### src/sv/wstpm_pkg.sv
// Package for the wheel speed tire pressure monitor.
// Holds field widths, reset values, register indexes and the pair compare type.
// No dependencies.
`timescale 1ns / 1ps

package wstpm_pkg;

  localparam int SpeedW   = 16;
  localparam int SteerW   = 15;
  localparam int CountLimW = 12;
  localparam int PctW     = 6;
  localparam int CntW     = 16;
  localparam int NumWheels = 4;
  localparam int CfgIdxW  = 2;
  localparam int CfgDataW = 16;

  localparam logic [SteerW-1:0]    SteerLimitReset = SteerW'(30);
  localparam logic [CountLimW-1:0] CountLimitReset = CountLimW'(10);
  localparam logic [PctW-1:0]      ThresholdReset  = PctW'(2);

  typedef enum logic [CfgIdxW-1:0] {
    REG_STEER_LIMIT = 2'd0,
    REG_COUNT_LIMIT = 2'd1,
    REG_THRESHOLD   = 2'd2,
    REG_UNUSED      = 2'd3
  } cfg_reg_t;

  typedef struct packed {
    logic above;
    logic below;
  } pair_cmp_t;

endpackage

### src/sv/wstpm_pair_cmp.sv
// Relative speed difference test for one wheel pair.
// Compares 2*(a-b)/(a+b) against +-pct/100 by exact cross-multiplication.
// Depends on wstpm_pkg.
`timescale 1ns / 1ps

module wstpm_pair_cmp import wstpm_pkg::*; (
  input  logic signed [SpeedW-1:0] speed_a,
  input  logic signed [SpeedW-1:0] speed_b,
  input  logic        [PctW-1:0]   pct,
  output pair_cmp_t                result
);

  localparam int SumW = SpeedW + 1;
  localparam int ProdW = SumW + 8;

  logic signed [SumW-1:0]  diff;
  logic signed [SumW-1:0]  sum;
  logic signed [ProdW-1:0] lhs;
  logic signed [ProdW-1:0] rhs;
  logic signed [ProdW-1:0] rhs_neg;

  assign diff = SumW'(speed_a) - SumW'(speed_b);
  assign sum  = SumW'(speed_a) + SumW'(speed_b);

  // 200 * diff as shift-and-add: 128 + 64 + 8.
  assign lhs = (ProdW'(diff) <<< 7) + (ProdW'(diff) <<< 6) + (ProdW'(diff) <<< 3);
  assign rhs = ProdW'(sum) * $signed({1'b0, pct});
  assign rhs_neg = -rhs;

  // A zero sum makes rhs zero, so the non-negative branch reduces to the sign of diff.
  always_comb begin
    if (sum[SumW-1]) begin
      result.above = lhs < rhs;
      result.below = lhs > rhs_neg;
    end else begin
      result.above = lhs > rhs;
      result.below = lhs < rhs_neg;
    end
  end

endmodule

### src/sv/wheel_speed_tire_pressure_monitor.sv
// Top level of the indirect tire pressure monitor.
// Instantiates four wstpm_pair_cmp units; depends on wstpm_pkg.
// Takes one wheel speed beat per clock unless the output stalls; one result beat per input.
`timescale 1ns / 1ps

// Each input beat passes an input register that feeds the pair compares, a condition
// register that feeds the four wheel counters, and the result register that holds the
// warnings; a new beat is taken every cycle while the output is not stalled.
// Configuration writes are always taken; the block does not wait until the pipeline has
// drained, so a write applies to beats accepted afterwards and to beats still in flight.

module wheel_speed_tire_pressure_monitor import wstpm_pkg::*; (
  input  logic                       clk,
  input  logic                       rst,
  input  logic                       cfg_valid,
  output logic                       cfg_ready,
  input  logic [CfgIdxW-1:0]         cfg_index,
  input  logic [CfgDataW-1:0]        cfg_data,
  input  logic                       in_valid,
  output logic                       in_ready,
  input  logic signed [SpeedW-1:0]   speed_front_left,
  input  logic signed [SpeedW-1:0]   speed_front_right,
  input  logic signed [SpeedW-1:0]   speed_rear_left,
  input  logic signed [SpeedW-1:0]   speed_rear_right,
  input  logic signed [SpeedW-1:0]   steering_angle,
  output logic                       out_valid,
  input  logic                       out_ready,
  output logic                       warn_front_left,
  output logic                       warn_front_right,
  output logic                       warn_rear_left,
  output logic                       warn_rear_right,
  output logic                       cornering_skip
);

  logic [SteerW-1:0]    steer_limit;
  logic [CountLimW-1:0] count_limit;
  logic [PctW-1:0]      threshold_percent;

  logic                     a_valid;
  logic signed [SpeedW-1:0] a_fl, a_fr, a_rl, a_rr, a_ang;

  logic                 c_valid;
  logic [NumWheels-1:0] c_cond;
  logic                 c_skip;

  logic [CntW-1:0] wheel_cnt      [NumWheels];
  logic [CntW-1:0] wheel_cnt_next [NumWheels];
  logic [CntW-1:0] hold_level;
  logic [NumWheels-1:0] warn_next;

  pair_cmp_t cmp_front, cmp_rear, cmp_left, cmp_right;
  logic [NumWheels-1:0] cond_next;
  logic [SpeedW:0]      steer_mag;
  logic                 skip_next;

  logic adv_out;
  logic c_ready;
  logic adv_c;
  logic in_fire;

  assign cfg_ready = 1'b1;

  always_ff @(posedge clk) begin
    if (rst) begin
      steer_limit       <= SteerLimitReset;
      count_limit       <= CountLimitReset;
      threshold_percent <= ThresholdReset;
    end else if (cfg_valid) begin
      unique case (cfg_reg_t'(cfg_index))
        REG_STEER_LIMIT: steer_limit       <= cfg_data[SteerW-1:0];
        REG_COUNT_LIMIT: count_limit       <= cfg_data[CountLimW-1:0];
        REG_THRESHOLD:   threshold_percent <= cfg_data[PctW-1:0];
        default: ;
      endcase
    end
  end

  assign adv_out  = c_valid && (!out_valid || out_ready);
  assign c_ready  = !c_valid || adv_out;
  assign adv_c    = a_valid && c_ready;
  assign in_ready = !a_valid || c_ready;
  assign in_fire  = in_valid && in_ready;

  always_ff @(posedge clk) begin
    if (rst) begin
      a_valid <= 1'b0;
    end else if (in_ready) begin
      a_valid <= in_valid;
    end
  end

  always_ff @(posedge clk) begin
    if (in_fire) begin
      a_fl  <= speed_front_left;
      a_fr  <= speed_front_right;
      a_rl  <= speed_rear_left;
      a_rr  <= speed_rear_right;
      a_ang <= steering_angle;
    end
  end

  wstpm_pair_cmp u_cmp_front (.speed_a(a_fl), .speed_b(a_fr), .pct(threshold_percent),
                              .result(cmp_front));
  wstpm_pair_cmp u_cmp_rear  (.speed_a(a_rl), .speed_b(a_rr), .pct(threshold_percent),
                              .result(cmp_rear));
  wstpm_pair_cmp u_cmp_left  (.speed_a(a_fl), .speed_b(a_rl), .pct(threshold_percent),
                              .result(cmp_left));
  wstpm_pair_cmp u_cmp_right (.speed_a(a_fr), .speed_b(a_rr), .pct(threshold_percent),
                              .result(cmp_right));

  assign cond_next[0] = cmp_front.above && cmp_left.above;
  assign cond_next[1] = cmp_front.below && cmp_right.above;
  assign cond_next[2] = cmp_rear.above  && cmp_left.below;
  assign cond_next[3] = cmp_rear.below  && cmp_right.below;

  assign steer_mag = a_ang[SpeedW-1] ? -(SpeedW+1)'(a_ang) : (SpeedW+1)'(a_ang);
  assign skip_next = steer_mag > (SpeedW+1)'(steer_limit);

  always_ff @(posedge clk) begin
    if (rst) begin
      c_valid <= 1'b0;
    end else if (c_ready) begin
      c_valid <= a_valid;
    end
  end

  always_ff @(posedge clk) begin
    if (adv_c) begin
      c_cond <= cond_next;
      c_skip <= skip_next;
    end
  end

  // Ten times the count limit, built from shifts.
  assign hold_level = (CntW'(count_limit) << 3) + (CntW'(count_limit) << 1);

  always_comb begin
    for (int k = 0; k < NumWheels; k++) begin
      wheel_cnt_next[k] = wheel_cnt[k];
      if (!c_skip) begin
        if (c_cond[k]) begin
          if (wheel_cnt[k] != '1) begin
            wheel_cnt_next[k] = wheel_cnt[k] + CntW'(1);
          end
        end else if (wheel_cnt[k] < hold_level && wheel_cnt[k] != '0) begin
          wheel_cnt_next[k] = wheel_cnt[k] - CntW'(1);
        end
      end
      warn_next[k] = wheel_cnt_next[k] > CntW'(count_limit);
    end
  end

  always_ff @(posedge clk) begin
    if (rst) begin
      for (int k = 0; k < NumWheels; k++) begin
        wheel_cnt[k] <= '0;
      end
    end else if (adv_out) begin
      for (int k = 0; k < NumWheels; k++) begin
        wheel_cnt[k] <= wheel_cnt_next[k];
      end
    end
  end

  always_ff @(posedge clk) begin
    if (rst) begin
      out_valid <= 1'b0;
    end else if (!out_valid || out_ready) begin
      out_valid <= c_valid;
    end
  end

  always_ff @(posedge clk) begin
    if (adv_out) begin
      warn_front_left  <= warn_next[0];
      warn_front_right <= warn_next[1];
      warn_rear_left   <= warn_next[2];
      warn_rear_right  <= warn_next[3];
      cornering_skip   <= c_skip;
    end
  end

endmodule
### config.mk
export PLATFORM = sky130hd
export DESIGN_NAME = wheel_speed_tire_pressure_monitor
export DESIGN_NICKNAME = d
export VERILOG_FILES = /design/src/sv/wstpm_pkg.sv /design/src/sv/wstpm_pair_cmp.sv /design/src/sv/wheel_speed_tire_pressure_monitor.sv
export SDC_FILE = /design/constraint.sdc
export NUM_CORES = 2
export LEC_CHECK = 0
export ABC_AREA = 0
export BUFFER_PORTS_ARGS = -buffer_cell sky130_fd_sc_hd__clkbuf_2
export CELL_PAD_IN_SITES_DETAIL_PLACEMENT = 2
export CELL_PAD_IN_SITES_GLOBAL_PLACEMENT = 2
export CORE_ASPECT_RATIO = 1.2
export CORE_MARGIN = 2
export CORE_UTILIZATION = 41
export CTS_BUF_LIST = sky130_fd_sc_hd__clkbuf_2
export DETAILED_ROUTE_END_ITERATION = 8
export MAX_ROUTING_LAYER = met4
export PLACE_DENSITY_LB_ADDON = 0.1
export SLEW_MARGIN = 20
export SYNTH_ARGS = -nofsm -noshare
export SYNTH_HDL_FRONTEND = slang
export SYNTH_SLANG_ARGS = --single-unit
### constraint.sdc
create_clock -name clk -period 10.27 [get_ports clk]
set_clock_uncertainty 0.05 [all_clocks]
set_input_delay 1.027 -clock clk [delete_from_list [all_inputs] [get_ports clk]]
set_output_delay 1.027 -clock clk [all_outputs]
set_load 0.05 [all_outputs]
==> PnR_summary.wiki <==
{| class="wikitable"
! Metric !! Value
|-
| Type of element launching the critical path || flip-flop
|-
| Remaining number of nets flagged by the antenna check after routing || 0
|-
| Smallest hold slack || 219 ps
|-
| Maximum number of buffers from clock root to sink || 2
|-
| Cell area after synthesis || between 40,000 and 50,000 um^2
|-
| Worst-margin pin slew || between 1000 and 1500 ps
|-
| Peak per-stage delay on the critical path || ~560 ps
|-
| Kind of capture point of the worst setup path || flip-flop
|-
| Number of endpoints with negative hold slack in the final report || 0
|-
| Async S/R FF share, synth || 0%
|-
| Path type of the worst setup path || flip-flop to flip-flop
|-
| Worst setup slack after placement || -26.2 ps
|-
| Post-route setup slack || 344 ps
|-
| Clk slew on worst S/H paths || 450 ps
|-
| Count of clock tree sinks || 190
|-
| HP Class || input port to flip-flop
|-
| Mapped Cells || 5,080
|-
| Data required time of the worst path || ~11,000 ps
|-
| Placed Instance Area || between 40,000 and 50,000 um^2
|-
| Largest fanout of any net on the critical path || 10
|-
| Post-route DRC || 0
|-
| Proportion of layout cells with a drive suffix above 1 || under 10%
|-
| Number of violations of the max-capacitance limit || 0
|-
| Number of warning messages in the yosys log || 0
|-
| Floorplan core area || roughly 100,000 um^2
|-
| Most frequent cell on the critical path || sky130_fd_sc_hd__fa_1
|-
| Drt total wl || between 150 and 200 mm
|-
| Synthesized area divided by synthesized cell count || between 8 and 9 um^2
|-
| Maximum achievable frequency || a little over 100 MHz
|-
| H-tree depth reported by CTS || 4
|-
| Worst relative slew slack || between 10% and 20%
|-
| Clock insertion delay at the later pin of the skew report || 1310 ps
|-
| Routed length per placed instance || about 23 um
|-
| Portion of the post-synthesis area used by sequential elements || 12.5%
|-
| Vias per cell || 5.58
|-
| Final GP Congestion || 0.849
|-
| Clk Tree Root Cell || sky130_fd_sc_hd__clkbuf_2
|-
| Die Area || approximately 110,000 um^2
|-
| Leak pwr || 22.7 nW
|-
| Data arrival time of the worst path || 11,030 ps
|-
| Max IR drop VDD || approximately 0.34 mV
|-
| Most common cell after layout, fill and taps aside || sky130_fd_sc_hd__inv_1
|-
| First-pass GRT wire length || between 200 and 250 mm
|-
| Aggregate negative setup slack || 0 ps
|-
| Distinct cell type count after synthesis || 93
|-
| Via count of the first global-routing pass || 42,100
|-
| Rows || approximately 130
|-
| Number of endpoints failing setup at the final stage || 0
|-
| TritonCTS clock tree || done
|-
| Power per cell area || between 200 and 300 nW/um^2
|-
| Die X-Extent || 299 um
|-
| Synthesis-stage register bit count || 190
|-
| Fin area || about 48,000 um^2
|-
| Number of I/O port buffers || ~110
|-
| Number of flops mapped to enable cells by yosys || around 150
|-
| Max-slew violations || 0
|-
| Initial drt markers || 1,568
|-
| Starting Density || 41.5%
|-
| Time the final worst path needs with I/O delays and setup || a little under 10,000 ps
|-
| Number of buffers added by the clock tree synthesis step || 17
|-
| Slowest library cell on the worst path || sky130_fd_sc_hd__fa_1
|-
| Total gr overflow || 0
|-
| Area delta synth->final || 11.1%
|-
| Global-route total usage across every layer || between 20% and 30%
|-
| Hpwl dp || approximately 120 mm
|-
| Die span in y || around 360 um
|-
| Share of the clock period used by the worst path after layout || between 90% and 100%
|-
| Number of antenna violations at the first check in global routing || 5
|-
| Final nets || roughly 6,500
|-
| Number of top-level design ports || roughly 110
|-
| Pin count of the biggest net entering global routing || 70
|-
| Top FF cell, synth || sky130_fd_sc_hd__edfxtp_1
|-
| DR pass1 iterations || 5
|-
| Result of the run || finished clean
|-
| Via count || roughly 38,000
|-
| Most frequent cells in the layout || sky130_fd_sc_hd__inv_1, sky130_fd_sc_hd__ha_1, sky130_fd_sc_hd__fa_1, sky130_fd_sc_hd__nor2b_1, sky130_fd_sc_hd__a21oi_1
|-
| Total nets after synthesis || between 6,000 and 7,000
|}
==> registers in the layout (all words and copies together), names as in the netlist, 4 cells and up <==
name	flops
a_ang	16
a_fl	16
a_fr	16
a_rl	16
a_rr	16
c_cond	4
count_limit	12
steer_limit	15
threshold_percent	6
wheel_cnt	64
==> repair_timing <==
action                     CTS  global route
cloned                       0             0
setup endpoints to repair    1             4
hold buffers               104             0
resized for setup            2           120
buffers inserted             0            28
hold endpoints to repair   115             0
pin swaps                    0            29
==> final cells by class <==
class / count / area [um^2]
Timing Repair Buffer: 342 / 2590
Fill cell: 11600 / 55700
Sequential cell: 190 / 5350
Inverter: 820 / 3080
Clock buffer: 18 / 90.1
Multi-Input combinational cell: 3965 / 34600
Tap cell: 1375 / 1720
Clock inverter: 14 / 171
Antenna cell: 6 / 15.0
==> stage by stage <==
step	std cells	power [mW]	utilization (%)
2_1_floorplan	5080	8.96	-
3_3_place_gp	6559	11.8	44.0
3_5_place_dp	6559	12.2	44.0
4_1_cts	6695	12.9	45.3
5_1_grt	6729	14.6	46.1
6_report	6730	13.1	46.1
==> where the power goes <==
part | total (mW) | internal [mW] | switching [mW]
Clock | 0.498 | 0.0884 | 0.410
Combinational | 11.6 | 4.78 | 6.77
Sequential | 1.03 | 0.899 | 0.127
Total | 13.1 | 5.77 | 7.31
==> metal layers <==
metal	track usage (%)	wire, um	vias to the layer above
met1	35.1	66400	19200
met3	2.67	3980	232
met2	53.4	80400	550
met4	9.24	5580	0
li1	-	-	17600
met5	-	0	-
==> cells by family (layout without fill, tap and decap cells) <==
kind of cell / after synthesis / count (layout) / synth area share, %
other cells: 1 / 7 / 0.00876
simple gates: 1501 / 1501 / 18.7
fa+ha+maj: 1064 / 1064 / 37.3
flops: 190 / 190 / 12.5
compound gates: 976 / 976 / 14.6
mux: 14 / 14 / 0.333
buf+inv: 925 / 1194 / 8.17
xor+xnor: 409 / 409 / 8.38
==> cells in the mapped netlist, types with 33 or more instances <==
cell / number / share of area, %
sky130_fd_sc_hd__or3_1: 37 / 0.54
sky130_fd_sc_hd__nand2_1: 269 / 2.4
sky130_fd_sc_hd__xnor2_1: 306 / 6.3
sky130_fd_sc_hd__and2_1: 97 / 1.4
sky130_fd_sc_hd__fa_1: 357 / 17
sky130_fd_sc_hd__o21a_1: 46 / 0.81
sky130_fd_sc_hd__ha_1: 700 / 20
sky130_fd_sc_hd__dfxtp_1: 36 / 1.7
sky130_fd_sc_hd__a31oi_1: 33 / 0.48
sky130_fd_sc_hd__a21o_1: 125 / 2.2
sky130_fd_sc_hd__nand4_1: 66 / 0.96
sky130_fd_sc_hd__edfxtp_1: 154 / 11
sky130_fd_sc_hd__nand3_1: 99 / 1.2
sky130_fd_sc_hd__a21oi_1: 304 / 3.6
sky130_fd_sc_hd__nand2b_1: 129 / 1.9
sky130_fd_sc_hd__nor3_1: 87 / 1.0
sky130_fd_sc_hd__nor2_1: 239 / 2.1
sky130_fd_sc_hd__nor2b_1: 329 / 4.8
sky130_fd_sc_hd__inv_1: 820 / 7.2
sky130_fd_sc_hd__and3_1: 46 / 0.67
sky130_fd_sc_hd__xor2_1: 102 / 2.1
sky130_fd_sc_hd__o21bai_1: 55 / 0.96
sky130_fd_sc_hd__o21ai_0: 190 / 2.2
sky130_fd_sc_hd__clkbuf_1: 95 / 0.83
==> path summary, 6_finish.rpt <==
| path | endpoint | cells past startpoint | from | slack, ps |
|---|---|---|---|---|
| setup / recovery | c_cond[3] | 41 | a_fr[0] | 340 |
| hold / removal | steer_limit[10] | 4 | cfg_valid | 220 |
| setup reg to reg | c_cond[3] | 41 | a_fr[0] | 340 |
| hold reg to reg | steer_limit[5] | 2 | steer_limit[5] | 430 |
==> worst max-delay path: cells and delay by family (launching register included) <==
family | cells | cell delay (ps)
AOI/OAI and AO/OA | 19 | 4010
xor gates and xnor gates | 2 | 460
adders and majority gates | 8 | 3080
buffers and inverters | 7 | 910
DFF | 1 | 530
and+or+nand+nor | 5 | 740
Note: power is estimated with default switching activity, not from simulation.
